[src/rtl/m3ua_pkg.sv]
// Shared types, codes and the header classifier for the M3UA data message parser.
// Used by every module of the block; depends on nothing else.
`default_nettype none

package m3ua_pkg;

    localparam int HEADER_BYTES = 8;
    localparam int LABEL_BYTES  = 12;

    localparam logic [15:0] TAG_PROTOCOL_DATA = 16'h0210;
    localparam logic [7:0]  VERSION_ONE       = 8'h01;

    // Message kinds.
    localparam logic [2:0] KIND_UNKNOWN = 3'd0;
    localparam logic [2:0] KIND_NOTIFY  = 3'd1;
    localparam logic [2:0] KIND_ASPUP   = 3'd2;
    localparam logic [2:0] KIND_ASPAC   = 3'd3;
    localparam logic [2:0] KIND_DATA    = 3'd4;

    // Summary status codes.
    localparam logic [2:0] ST_OK          = 3'd0;
    localparam logic [2:0] ST_SHORT       = 3'd1;
    localparam logic [2:0] ST_VERSION     = 3'd2;
    localparam logic [2:0] ST_UNSUPPORTED = 3'd3;
    localparam logic [2:0] ST_NODATA      = 3'd4;
    localparam logic [2:0] ST_OVERRUN     = 3'd5;

    // Result kinds.
    localparam logic RK_PAYLOAD = 1'b0;
    localparam logic RK_SUMMARY = 1'b1;

    // Header class and type codes.
    localparam logic [7:0] CLASS_MGMT = 8'd0;
    localparam logic [7:0] CLASS_XFER = 8'd1;
    localparam logic [7:0] CLASS_ASPSM = 8'd3;
    localparam logic [7:0] CLASS_ASPTM = 8'd4;
    localparam logic [7:0] TYPE_NOTIFY = 8'd1;
    localparam logic [7:0] TYPE_DATA   = 8'd1;
    localparam logic [7:0] TYPE_ASPUP_ACK = 8'd4;
    localparam logic [7:0] TYPE_ASPAC_ACK = 8'd3;

    typedef enum logic [2:0] {
        PH_TAG_HI = 3'd0,
        PH_TAG_LO = 3'd1,
        PH_LEN_HI = 3'd2,
        PH_LEN_LO = 3'd3,
        PH_SKIP   = 3'd4,
        PH_PAD    = 3'd5,
        PH_LABEL  = 3'd6,
        PH_USER   = 3'd7
    } phase_t;

    typedef struct packed {
        logic [7:0] data_byte;
        logic       end_of_message;
    } in_word_t;

    typedef struct packed {
        logic        result_kind;
        logic [7:0]  payload_byte;
        logic [2:0]  message_kind;
        logic [2:0]  status;
        logic [31:0] origin_point;
        logic [31:0] destination_point;
        logic [7:0]  service_indicator;
        logic [7:0]  network_indicator;
        logic [7:0]  message_priority;
        logic [7:0]  link_selection;
        logic        last_result;
    } out_word_t;

    // One queue entry: what a single input word produced.
    typedef struct packed {
        logic        has_payload;
        logic [7:0]  payload_byte;
        logic        has_summary;
        logic [2:0]  message_kind;
        logic [2:0]  status;
        logic [95:0] label;
    } q_entry_t;

    function automatic logic [2:0] classify(input logic [7:0] cls, input logic [7:0] typ);
        logic [2:0] kind;
        begin
            kind = KIND_UNKNOWN;
            if (cls == CLASS_MGMT && typ == TYPE_NOTIFY)
                kind = KIND_NOTIFY;
            else if (cls == CLASS_ASPSM && typ == TYPE_ASPUP_ACK)
                kind = KIND_ASPUP;
            else if (cls == CLASS_ASPTM && typ == TYPE_ASPAC_ACK)
                kind = KIND_ASPAC;
            else if (cls == CLASS_XFER && typ == TYPE_DATA)
                kind = KIND_DATA;
            return kind;
        end
    endfunction

endpackage

`default_nettype wire

[src/rtl/m3ua_front.sv]
// Front end: takes message bytes, checks the header and walks the parameters.
// Produces one queue entry per byte that yields a result; uses m3ua_pkg.
`default_nettype none

module m3ua_front #(
    parameter int MAX_MESSAGE_BYTES = 65535
) (
    input  wire logic               clk,
    input  wire logic               rst_n,
    input  wire logic               accept,
    input  wire m3ua_pkg::in_word_t item,
    output logic                    q_push,
    output m3ua_pkg::q_entry_t      q_data
);
    import m3ua_pkg::*;

    localparam int OFF_W = $clog2(MAX_MESSAGE_BYTES + 1);

    logic [OFF_W-1:0] off_reg, off_next;
    logic [7:0]       cls_reg, cls_next;
    logic [7:0]       typ_reg, typ_next;
    logic [15:0]      tag_reg, tag_next;
    logic [15:0]      rem_reg, rem_next;
    phase_t           phase_reg, phase_next;
    logic [95:0]      label_reg, label_next;
    logic [2:0]       err_reg, err_next;
    logic             seen_reg, seen_next;
    logic             pay_valid;

    logic [7:0]  b;
    logic [1:0]  after2;
    phase_t      end_phase;
    logic [15:0] len;
    logic [15:0] body;
    logic [3:0]  lab;
    logic [15:0] user_cnt;
    logic [15:0] rem_dec;

    assign b         = item.data_byte;
    assign after2    = off_reg[1:0] + 2'd1;
    assign end_phase = (after2 != 2'd0) ? PH_PAD : PH_TAG_HI;
    assign len       = {rem_reg[15:8], b};
    assign body      = (len >= 16'd4) ? (len - 16'd4) : 16'd0;
    assign lab       = (body < 16'(LABEL_BYTES)) ? body[3:0] : 4'(LABEL_BYTES);
    assign user_cnt  = body - {12'd0, lab};
    assign rem_dec   = rem_reg - 16'd1;

    // Next-state logic.
    always_comb
    begin
        off_next   = off_reg;
        cls_next   = cls_reg;
        typ_next   = typ_reg;
        tag_next   = tag_reg;
        rem_next   = rem_reg;
        phase_next = phase_reg;
        label_next = label_reg;
        err_next   = err_reg;
        seen_next  = seen_reg;
        pay_valid  = 1'b0;
        if (accept && off_reg < OFF_W'(MAX_MESSAGE_BYTES))
        begin
            off_next = off_reg + 1'b1;
            if (off_reg == '0)
            begin
                if (b != VERSION_ONE && err_reg == ST_OK)
                    err_next = ST_VERSION;
            end
            else if (off_reg == OFF_W'(2))
            begin
                cls_next = b;
            end
            else if (off_reg == OFF_W'(3))
            begin
                typ_next = b;
                if (classify(cls_reg, b) == KIND_UNKNOWN && err_reg == ST_OK)
                    err_next = ST_UNSUPPORTED;
            end
            else if (off_reg >= OFF_W'(HEADER_BYTES) && err_reg == ST_OK
                     && classify(cls_reg, typ_reg) == KIND_DATA)
            begin
                case (phase_reg)
                    PH_TAG_HI:
                    begin
                        tag_next   = {b, 8'd0};
                        phase_next = PH_TAG_LO;
                    end
                    PH_TAG_LO:
                    begin
                        tag_next   = {tag_reg[15:8], b};
                        phase_next = PH_LEN_HI;
                    end
                    PH_LEN_HI:
                    begin
                        rem_next   = {b, 8'd0};
                        phase_next = PH_LEN_LO;
                    end
                    PH_LEN_LO:
                    begin
                        if (tag_reg == TAG_PROTOCOL_DATA && !seen_reg)
                        begin
                            seen_next  = 1'b1;
                            tag_next   = user_cnt;
                            rem_next   = {12'd0, lab};
                            phase_next = PH_LABEL;
                            // An empty label goes straight on to the user data, or past it when there is none.
                            if (lab == 4'd0)
                            begin
                                rem_next   = user_cnt;
                                phase_next = (user_cnt == 16'd0) ? end_phase : PH_USER;
                            end
                        end
                        else
                        begin
                            rem_next   = body;
                            phase_next = (body == 16'd0) ? end_phase : PH_SKIP;
                        end
                    end
                    PH_SKIP:
                    begin
                        rem_next = rem_dec;
                        if (rem_dec == 16'd0)
                            phase_next = end_phase;
                    end
                    PH_PAD:
                    begin
                        if (after2 == 2'd0)
                            phase_next = PH_TAG_HI;
                    end
                    PH_LABEL:
                    begin
                        label_next = {label_reg[87:0], b};
                        rem_next   = rem_dec;
                        if (rem_dec == 16'd0)
                        begin
                            // The tag register holds the user data count here.
                            rem_next   = tag_reg;
                            phase_next = (tag_reg == 16'd0) ? end_phase : PH_USER;
                        end
                    end
                    PH_USER:
                    begin
                        pay_valid = 1'b1;
                        rem_next  = rem_dec;
                        if (rem_dec == 16'd0)
                            phase_next = end_phase;
                    end
                    default:
                    begin
                        phase_next = PH_TAG_HI;
                    end
                endcase
            end
        end
    end

    // Output logic: the entry for this byte, with the summary taken from the next state.
    always_comb
    begin
        logic [2:0] kind_n;
        logic [2:0] st;
        logic       show_label;
        kind_n     = classify(cls_next, typ_next);
        show_label = 1'b0;
        if (off_next < OFF_W'(HEADER_BYTES))
            st = ST_SHORT;
        else if (err_next != ST_OK)
            st = err_next;
        else if (kind_n != KIND_DATA)
            st = ST_OK;
        else if (!seen_next)
            st = ST_NODATA;
        else
        begin
            show_label = 1'b1;
            st = (phase_next == PH_LABEL || phase_next == PH_USER) ? ST_OVERRUN : ST_OK;
        end

        q_data.has_payload  = pay_valid;
        q_data.payload_byte = b;
        q_data.has_summary  = item.end_of_message;
        q_data.status       = st;
        q_data.label        = show_label ? label_next : 96'd0;
        case (st)
            ST_SHORT, ST_VERSION, ST_UNSUPPORTED: q_data.message_kind = KIND_UNKNOWN;
            default:                              q_data.message_kind = kind_n;
        endcase
        q_push = accept && (pay_valid || item.end_of_message);
    end

    always_ff @(posedge clk or negedge rst_n)
    begin
        if (!rst_n)
        begin
            off_reg   <= '0;
            cls_reg   <= '0;
            typ_reg   <= '0;
            tag_reg   <= '0;
            rem_reg   <= '0;
            phase_reg <= PH_TAG_HI;
            label_reg <= '0;
            err_reg   <= ST_OK;
            seen_reg  <= 1'b0;
        end
        else if (accept)
        begin
            if (item.end_of_message)
            begin
                off_reg   <= '0;
                cls_reg   <= '0;
                typ_reg   <= '0;
                tag_reg   <= '0;
                rem_reg   <= '0;
                phase_reg <= PH_TAG_HI;
                label_reg <= '0;
                err_reg   <= ST_OK;
                seen_reg  <= 1'b0;
            end
            else
            begin
                off_reg   <= off_next;
                cls_reg   <= cls_next;
                typ_reg   <= typ_next;
                tag_reg   <= tag_next;
                rem_reg   <= rem_next;
                phase_reg <= phase_next;
                label_reg <= label_next;
                err_reg   <= err_next;
                seen_reg  <= seen_next;
            end
        end
    end

endmodule

`default_nettype wire

[src/rtl/m3ua_queue.sv]
// Short queue of parsed entries between the front end and the result stage.
// Read data is registered with a bypass for a write to the next read slot; uses m3ua_pkg.
`default_nettype none

module m3ua_queue #(
    parameter int QUEUE_DEPTH = 4
) (
    input  wire logic               clk,
    input  wire logic               rst_n,
    input  wire logic               wr_en,
    input  wire m3ua_pkg::q_entry_t wr_data,
    output logic                    full,
    input  wire logic               rd_en,
    output m3ua_pkg::q_entry_t      rd_data,
    output logic                    empty
);
    import m3ua_pkg::*;

    localparam int PTR_W = $clog2(QUEUE_DEPTH);
    localparam int CNT_W = $clog2(QUEUE_DEPTH + 1);

    q_entry_t         mem [QUEUE_DEPTH];
    q_entry_t         rd_data_reg;
    logic [PTR_W-1:0] wr_ptr_reg, wr_ptr_next;
    logic [PTR_W-1:0] rd_ptr_reg, rd_ptr_next;
    logic [CNT_W-1:0] count_reg, count_next;
    logic             do_wr, do_rd;

    assign full    = (count_reg == CNT_W'(QUEUE_DEPTH));
    assign empty   = (count_reg == '0);
    assign do_wr   = wr_en && !full;
    assign do_rd   = rd_en && !empty;
    assign rd_data = rd_data_reg;

    always_comb
    begin
        wr_ptr_next = wr_ptr_reg;
        rd_ptr_next = rd_ptr_reg;
        count_next  = count_reg;
        if (do_wr)
            wr_ptr_next = (wr_ptr_reg == PTR_W'(QUEUE_DEPTH - 1)) ? '0 : wr_ptr_reg + 1'b1;
        if (do_rd)
            rd_ptr_next = (rd_ptr_reg == PTR_W'(QUEUE_DEPTH - 1)) ? '0 : rd_ptr_reg + 1'b1;
        if (do_wr && !do_rd)
            count_next = count_reg + 1'b1;
        else if (do_rd && !do_wr)
            count_next = count_reg - 1'b1;
    end

    always_ff @(posedge clk)
    begin
        if (do_wr)
            mem[wr_ptr_reg] <= wr_data;
        if (do_wr && wr_ptr_reg == rd_ptr_next)
            rd_data_reg <= wr_data;
        else
            rd_data_reg <= mem[rd_ptr_next];
    end

    always_ff @(posedge clk or negedge rst_n)
    begin
        if (!rst_n)
        begin
            wr_ptr_reg <= '0;
            rd_ptr_reg <= '0;
            count_reg  <= '0;
        end
        else
        begin
            wr_ptr_reg <= wr_ptr_next;
            rd_ptr_reg <= rd_ptr_next;
            count_reg  <= count_next;
        end
    end

endmodule

`default_nettype wire

[src/rtl/m3ua_back.sv]
// Result stage: holds one queue entry and hands out its payload word, its summary, or both, payload first.
// Uses m3ua_pkg.
`default_nettype none

module m3ua_back (
    input  wire logic               clk,
    input  wire logic               rst_n,
    input  wire m3ua_pkg::q_entry_t q_data,
    input  wire logic               q_empty,
    output logic                    q_pop,
    output logic                    empty,
    input  wire logic               pop,
    output m3ua_pkg::out_word_t     result
);
    import m3ua_pkg::*;

    q_entry_t cur_reg;
    logic     valid_reg;
    logic     pay_pend_reg;
    logic     taken, last_piece, cur_free;

    assign empty      = !valid_reg;
    assign taken      = pop && valid_reg;
    assign last_piece = !(pay_pend_reg && cur_reg.has_summary);
    assign cur_free   = !valid_reg || (taken && last_piece);
    assign q_pop      = cur_free && !q_empty;

    always_comb
    begin
        if (pay_pend_reg)
        begin
            result.result_kind  = RK_PAYLOAD;
            result.payload_byte = cur_reg.payload_byte;
            result.message_kind = KIND_DATA;
            result.status       = ST_OK;
            result.last_result  = 1'b0;
            {result.origin_point, result.destination_point, result.service_indicator,
             result.network_indicator, result.message_priority,
             result.link_selection} = 96'd0;
        end
        else
        begin
            result.result_kind  = RK_SUMMARY;
            result.payload_byte = 8'd0;
            result.message_kind = cur_reg.message_kind;
            result.status       = cur_reg.status;
            result.last_result  = 1'b1;
            {result.origin_point, result.destination_point, result.service_indicator,
             result.network_indicator, result.message_priority,
             result.link_selection} = cur_reg.label;
        end
    end

    always_ff @(posedge clk)
    begin
        if (q_pop)
            cur_reg <= q_data;
    end

    always_ff @(posedge clk or negedge rst_n)
    begin
        if (!rst_n)
        begin
            valid_reg    <= 1'b0;
            pay_pend_reg <= 1'b0;
        end
        else if (q_pop)
        begin
            valid_reg    <= 1'b1;
            pay_pend_reg <= q_data.has_payload;
        end
        else if (cur_free)
        begin
            valid_reg    <= 1'b0;
            pay_pend_reg <= 1'b0;
        end
        else if (taken)
        begin
            // Payload word gone; the summary of the same byte follows.
            pay_pend_reg <= 1'b0;
        end
    end

endmodule

`default_nettype wire

[src/rtl/m3ua_data_message_parser_unit.sv]
// Top level of the M3UA data message parser: front end, entry queue and result stage.
// Depends on m3ua_pkg, m3ua_front, m3ua_queue and m3ua_back.
//
//   channel  | handshake      | word
//   ---------+----------------+------------------------------------------
//   input    | push / full    | item   : message byte, end-of-message flag
//   result   | pop / empty    | result : payload byte or message summary
//
// One byte is taken per cycle while the entry queue has room; the front end
// parses it in that cycle and writes at most one entry.
// A result passes the queue's read register and the result stage's register before
// it is on the result ports; one result goes out per cycle while pop is high and the
// queue holds entries. A byte with payload and summary holds the stage for both.
// Reset clears the parser state and the queue; no clearing pass is needed.
// A stalled result side fills the queue (QUEUE_DEPTH entries) before full rises.
`default_nettype none

module m3ua_data_message_parser_unit #(
    parameter int MAX_MESSAGE_BYTES = 65535,
    parameter int QUEUE_DEPTH       = 4
) (
    input  wire logic                clk,
    input  wire logic                rst_n,
    input  wire logic                push,
    output logic                     full,
    input  wire m3ua_pkg::in_word_t  item,
    output logic                     empty,
    input  wire logic                pop,
    output m3ua_pkg::out_word_t      result
);
    import m3ua_pkg::*;

    logic     accept;
    logic     q_push, q_full, q_pop, q_empty;
    q_entry_t q_wr_data, q_rd_data;

    assign full   = q_full;
    assign accept = push && !q_full;

    m3ua_front #(
        .MAX_MESSAGE_BYTES(MAX_MESSAGE_BYTES)
    ) u_front (
        .clk    (clk),
        .rst_n  (rst_n),
        .accept (accept),
        .item   (item),
        .q_push (q_push),
        .q_data (q_wr_data)
    );

    m3ua_queue #(
        .QUEUE_DEPTH(QUEUE_DEPTH)
    ) u_queue (
        .clk     (clk),
        .rst_n   (rst_n),
        .wr_en   (q_push),
        .wr_data (q_wr_data),
        .full    (q_full),
        .rd_en   (q_pop),
        .rd_data (q_rd_data),
        .empty   (q_empty)
    );

    m3ua_back u_back (
        .clk     (clk),
        .rst_n   (rst_n),
        .q_data  (q_rd_data),
        .q_empty (q_empty),
        .q_pop   (q_pop),
        .empty   (empty),
        .pop     (pop),
        .result  (result)
    );

    // The front end never writes into a full queue.
    assert property (@(posedge clk) disable iff (!rst_n) q_push |-> !q_full)
        else $error("entry written while queue full");

    // A payload word always belongs to a clean data message.
    assert property (@(posedge clk) disable iff (!rst_n)
        (!empty && result.result_kind == RK_PAYLOAD)
            |-> (result.message_kind == KIND_DATA && result.status == ST_OK
                 && !result.last_result))
        else $error("payload word with bad kind or status");

    // Only a summary closes a message.
    assert property (@(posedge clk) disable iff (!rst_n)
        !empty |-> (result.last_result == result.result_kind))
        else $error("last flag does not match result kind");

    // A held result word does not change under a stall.
    assert property (@(posedge clk) disable iff (!rst_n)
        (!empty && !pop) |=> (!empty && $stable(result)))
        else $error("stalled result changed");

endmodule

`default_nettype wire
[config.mk]
export PLATFORM = sky130hd
export DESIGN_NAME = m3ua_data_message_parser_unit
export DESIGN_NICKNAME = d
export VERILOG_FILES = /design/src/rtl/m3ua_pkg.sv /design/src/rtl/m3ua_front.sv /design/src/rtl/m3ua_queue.sv /design/src/rtl/m3ua_back.sv /design/src/rtl/m3ua_data_message_parser_unit.sv
export SDC_FILE = /design/constraint.sdc
export NUM_CORES = 1
export LEC_CHECK = 0
export BUFFER_PORTS_ARGS = -buffer_cell sky130_fd_sc_hd__buf_2
export CAP_MARGIN = 20
export CORE_MARGIN = 5
export CORE_UTILIZATION = 38
export DETAILED_ROUTE_END_ITERATION = 12
export GPL_TIMING_DRIVEN = 0
export PLACE_DENSITY_LB_ADDON = 0.1
export SLEW_MARGIN = 40
export SYNTH_ARGS = -nofsm -noshare
export SYNTH_HDL_FRONTEND = slang
export SYNTH_SLANG_ARGS = --single-unit
[constraint.sdc]
create_clock -name clk -period 21.6 [get_ports clk]
set_input_delay 2.16 -clock clk [delete_from_list [all_inputs] [get_ports clk]]
set_output_delay 2.16 -clock clk [all_outputs]
set_load 0.02 [all_outputs]
# ---- Yosys cells after proc, flatten, opt, wreduce, memory -nomap -nowiden
# Memories as Yosys holds them, arrays and structs flattened. A register that Yosys moved wholly into a read port is not among the register bits.
# Cells that the tools add are included.
dict set report classes {
  n_lt_le_gt_ge 5
  mux 119
  eq_ne 41
  n_addsub 9
  reduce_logical 66
}
# cell n
set op_table {}
lappend op_table {{$mux W96} 8}
lappend op_table {{$mux W16} 19}
lappend op_table {{$mux W3} 50}
lappend op_table {{$mux W112} 1}
lappend op_table {{$logic_not A16 Y1} 5}
lappend op_table {{$mux W8} 9}
lappend op_table {{$pmux W16 S4} 1}
lappend op_table {{$pmux W16 S3} 1}
lappend op_table {{$eq A8 B1 Y1 const B} 5}
lappend op_table {{$eq A8 B2 Y1 const B} 5}
lappend op_table {{$eq A8 B3 Y1 const B} 5}
lappend op_table {{$eq A16 B2 Y1 const B} 2}
lappend op_table {{$lt A16 B4 Y1 const B} 2}
lappend op_table {{$logic_and A1 B1 Y1} 28}
lappend op_table {{$mux W1} 25}
lappend op_table {{$eq A3 B3 Y1 const B} 8}
lappend op_table {{$pmux W3 S7} 1}
lappend op_table {{$add A16 B1 Y16 const B} 1}
lappend op_table {{$eq A16 B10 Y1 const B} 1}
lappend op_table {{$ge A16 B3 Y1 const B} 1}
lappend op_table {{$ge A16 B4 Y1 const B} 1}
lappend op_table {{$logic_not A8 Y1} 2}
lappend op_table {{$lt A16 B16 Y1 const B} 1}
lappend op_table {{$sub A16 B1 Y16 const B} 1}
lappend op_table {{28 further kinds} 57}
dict set report word_totals {
  reg_bits 287
  inputBits 13
  memories 1
  mem_bits_rw 448
}
# name depth word_bits rd rd_clocked_by_memory_dff write_ports line
set memory_table {}
lappend memory_table {u_queue.mem 4 112 1 1 1 m3ua_queue.sv:22} ;# q_entry_t mem [QUEUE_DEPTH];

# ---- Longest topological paths before layout
dict set report logic_depth {
  ltp_word 27
  depth_mapped 18
  ltp_nobuf 16
}

# ---- Modules after synthesis
# From an unflattened synthesis, not the netlist that was laid out.
dict set report hier_totals {
  hier_cells 2109
  hier_area_um2 32195.9
}
# module area_each_um2 cells_each seq_area_each_um2 n_inst
set modules_own_cells {}
lappend modules_own_cells {m3ua_queue 16717.3 624 13668.1 1}
lappend modules_own_cells {m3ua_front 11273.3 1238 4179.0 1}
lappend modules_own_cells {m3ua_back 4191.5 246 3383.2 1}
lappend modules_own_cells {m3ua_data_message_parser_unit 13.8 1 0.0 1}

# ---- Least setup slack after synthesis
# OpenSTA, ideal clock, no wires.
dict set report synth_path {
  kind {input to register}
  startpoint {input pop}
  endpoint {register u_queue.count_reg[1]}
  stages 7
  arrival_time_ns 9.115
  setup_time_ns 0.125
  setup_slack_ns 12.360
  cell_sequence {nand2_1 -> a21oi_1 -> inv_1 -> ha_1 -> inv_1 -> fa_1 -> mux2_2}
}
dict set report synth_between {
  elab_chain_len 8
  word_cells_on_any_way 10
  cone_classes {mux (1); reduce/logical (9)}
}
# element line
set synth_rtl {}
lappend synth_rtl {{start: declaration} m3ua_data_message_parser_unit.sv:28} ;# input wire logic pop,
lappend synth_rtl {{$logic_and A1 B1 Y1} m3ua_back.sv:23} ;# assign taken = pop && valid_reg;
lappend synth_rtl {{$logic_and A1 B1 Y1} m3ua_back.sv:25} ;# assign cur_free = !valid_reg || (taken && last_piece);
lappend synth_rtl {{$logic_or A1 B1 Y1} m3ua_back.sv:25}
lappend synth_rtl {{$logic_and A1 B1 Y1} m3ua_back.sv:26} ;# assign q_pop = cur_free && !q_empty;
lappend synth_rtl {{named net q_pop} m3ua_data_message_parser_unit.sv:34} ;# logic q_push, q_full, q_pop, q_empty;
lappend synth_rtl {{$logic_and A1 B1 Y1} m3ua_queue.sv:32} ;# assign do_rd = rd_en && !empty;
lappend synth_rtl {{$logic_not A1 Y1} m3ua_queue.sv:44} ;# if (do_wr && !do_rd)
lappend synth_rtl {{$logic_and A1 B1 Y1} m3ua_queue.sv:44}
lappend synth_rtl {{$mux W3} m3ua_queue.sv:44}
lappend synth_rtl {{named net u_queue.count_next[1]} m3ua_queue.sv:26} ;# logic [CNT_W-1:0] count_reg, count_next;
lappend synth_rtl {{end signal: assignment} m3ua_queue.sv:72} ;# count_reg <= count_next;
lappend synth_rtl {{end: declaration} m3ua_queue.sv:26}
# The timed path passes the listed nets, and every way through them passes these cells.
# A chain may end at the register's enable or synchronous reset.

==> qor.txt <==
CTS Root Cell: clkbuf_16
R2R Path Start: u_front.rem_reg[8]
Worst Clk Skew: 34.7 ps
Die H: 302 um
Routed Antenna Nets: 0
Layout area overhead: 16.3%
Net Sw Frac: 0.317
DRT Pass-1 Iters: 6
Crit path capture type: flip-flop
Gpl congestion: 0.886
Synth Register Bits: 737
Cts hold-fix bufs: 0
Most common cell after layout, fill and taps aside: edfxtp_1
First-pass GRT wire length: 130,000 um
Initial antenna violation count: 2
Internal power: 0.00315 W
Status: completed
Post-synthesis sequential area ratio: 0.655
IO Pins: 127
Clock power frac: 0.296
Synth Instances: 2,282
RSZ-0062 raised after global routing: no
Cell area after synthesis: 0.0324 sq mm
Total number of vias: 19,900
Distinct cells, synth: 90
Largest net degree at the start of global routing: 69
Design area: 0.0377 sq mm
Num Clock Sinks: 737
Pleak: 12.7 nW
DRC viols: 0
Starting DRT DRC Count: 1,397
Syn_area_per_cell: 14.2 sq um
Hold crit path type: reg -> reg
DR vias/cell: 5.35
Dpl hpwl: 60,100 um
Crit path launch: item[3]
Setup TNS: 0 ps
Worst VDD drop: 0.0667 mV
Top_reg_cell synth: edfxtp_1
Die width: 302 um
Crit-path slowest cell: or3_1
Setup ws final: 14,100 ps
Total track usage: 0.186
Routed WL: 85,500 um
Setup CP Type: in -> reg
Startpoint Class: primary input
IO Port Bufs: 126
Reg power frac: 0.415
# rows: 107
Total core area: 0.0849 sq mm
# nets final: 2,546
GRT overflow: 0
Switching pwr: 0.00146 W
Max_slew headroom: 0.396
Post-DP Area: 0.0350 sq mm
Maximum Capacitance Violations: 0
Die Area: 0.0912 sq mm
Final slew viol count: 0
CTS HTree Levels: 3
Most frequent cells in the layout: 559 x edfxtp_1, 220 x nand2_1, 177 x o21ai_0
Max reg flops: 448
Share of layout cells above drive strength 1: 0.195
Worst-Margin Slew: 898 ps
Clock transition at path regs: 60 ps
Routed length per instance: 23.0 um
Total CTS buffers: 81
Place WS: 13,130 ps
CP cell instances: buf_2, buf_2, clkbuf_2, inv_1, ha_1, or2_1, o31a_1, a2111o_1, or3_1, o21ai_2, o21ai_0, nand3_1, ha_1, nand2_1, a211oi_1, o311ai_1, a2111oi_4, o211a_1, o21ai_0
Req. time, crit path: 21,890 ps
CTS Buffer Depth: 3
Synthesized net count: 2,311
PD cells: 122 mW/mm^2
Final hold vios: 0
CP max FO: 10
Starting Density: 0.382
Yosys Warn Count: 0
Worst hold start: u_front.label_reg[89]
TritonCTS clock tree: yes
Data arrival time of the worst path: 7780 ps
Number of synthesized flops with an enable pin: 559
Fmax: 133 MHz
Clock Latency Late Sink: 610 ps
Non-filler instance count after layout: 3,726
Comb pwr share: 0.289
Min cycle time layout: 7500 ps
Number of global-route vias before repair: 20,600
Placed insts: 3,578
Setup bufs post-CTS: 0
Post-CTS sizing: 0
Max stage delay on crit path: 490 ps
Final setup viols: 0
FFs w/ async S/R, synth: 0.239
Final period util: 0.347
-- cell usage after synthesis (all sizes together), types with 9 or more instances --
cell type | count | area, sq um
nor3 | 36 | 180
inv | 29 | 109
nor2b | 107 | 669
nand3 | 28 | 150
or3 | 12 | 75.1
nor2 | 173 | 950
a211oi | 11 | 87.6
a21oi | 57 | 289
xnor2 | 23 | 201
nand2 | 220 | 826
o21a | 13 | 97.6
a31oi | 11 | 68.8
nand4 | 19 | 119
buf | 47 | 293
mux2i | 110 | 1100
ha | 15 | 188
a22oi | 11 | 82.6
clkbuf | 98 | 368
o21ai | 187 | 943
nor4 | 25 | 201
mux4 | 112 | 2520
and2 | 22 | 138
dfrtp | 176 | 4400
o41ai | 9 | 86.3
xor2 | 21 | 184
and3 | 10 | 62.6
or4 | 12 | 97.6
o22ai | 10 | 62.6
edfxtp | 559 | 16800
-- critical path, delay by kind of cell --
kind / cells / cell delay (ps)
buffers and inverters: 4 / 1190
and+or+nand+nor: 4 / 1030
adders and majority gates: 2 / 590
AOI/OAI and AO/OA: 9 / 2790
-- cell families (layout without fill, tap and decap cells) --
family,after synthesis,in the layout,synth area share
AOI/OAI and AO/OA,375,375,0.0715
xor gates and xnor gates,44,44,0.0119
adders and majority gates,16,16,0.00641
buffers and inverters,176,475,0.0240
DFF,737,737,0.655
muxes,226,226,0.113
other,1,2,0.000116
and+or+nand+nor,707,707,0.118
-- layer usage --
metal	up-vias	track usage	part of all wire
met5	-	0	0.000082
met4	2	0.0462	0.020
met3	132	0.0255	0.046
met2	468	0.311	0.49
met1	10200	0.261	0.45
li1	9127	-	-
-- stage by stage --
stage / hold WS, ps / util / total power, W
after floorplan: 449 / - / 0.00282
after global routing: 508 / 0.444 / 0.00485
after global placement: 462 / 0.406 / 0.00329
final: 483 / 0.444 / 0.00461
after CTS: 485 / 0.444 / 0.00469
after detailed placement: 472 / 0.413 / 0.00330
-- path summary, 6_finish.rpt --
check | endpoint | slack [ps] | depth (start not counted)
setup / recovery | u_queue.mem[2][96] | 14100 | 19
hold / removal | u_front.label_reg[89] | 480 | 2
setup reg to reg | u_queue.mem[2][96] | 16440 | 14
hold reg to reg | u_front.label_reg[89] | 480 | 2
max in group asynchronous | u_front.label_reg[46] | 19090 | 3
min in group asynchronous | u_front.rem_reg[15] | 1440 | 1
-- power by group through the flow --
stage	logic [W]	clock network [W]	registers (W)
after floorplan	0.000888	0	0.00193
after global placement	0.00130	0	0.00199
after detailed placement	0.00136	0	0.00194
after CTS	0.00136	0.00141	0.00192
after global routing	0.00145	0.00147	0.00194
final	0.00133	0.00136	0.00191
-- layout make-up --
cell class                 instances  area (sq um)
antenna                            1          2.50
timing repair buffer             152          1140
multi-input combinational       1369         10400
sequential                       737         21200
inverter                          31           116
buffer                           145           683
clock buffer                     103          2170
clock inverter                    44           469
fill                            7782         47200
tap                             1144          1430
Power figures use the tool's default switching activity.
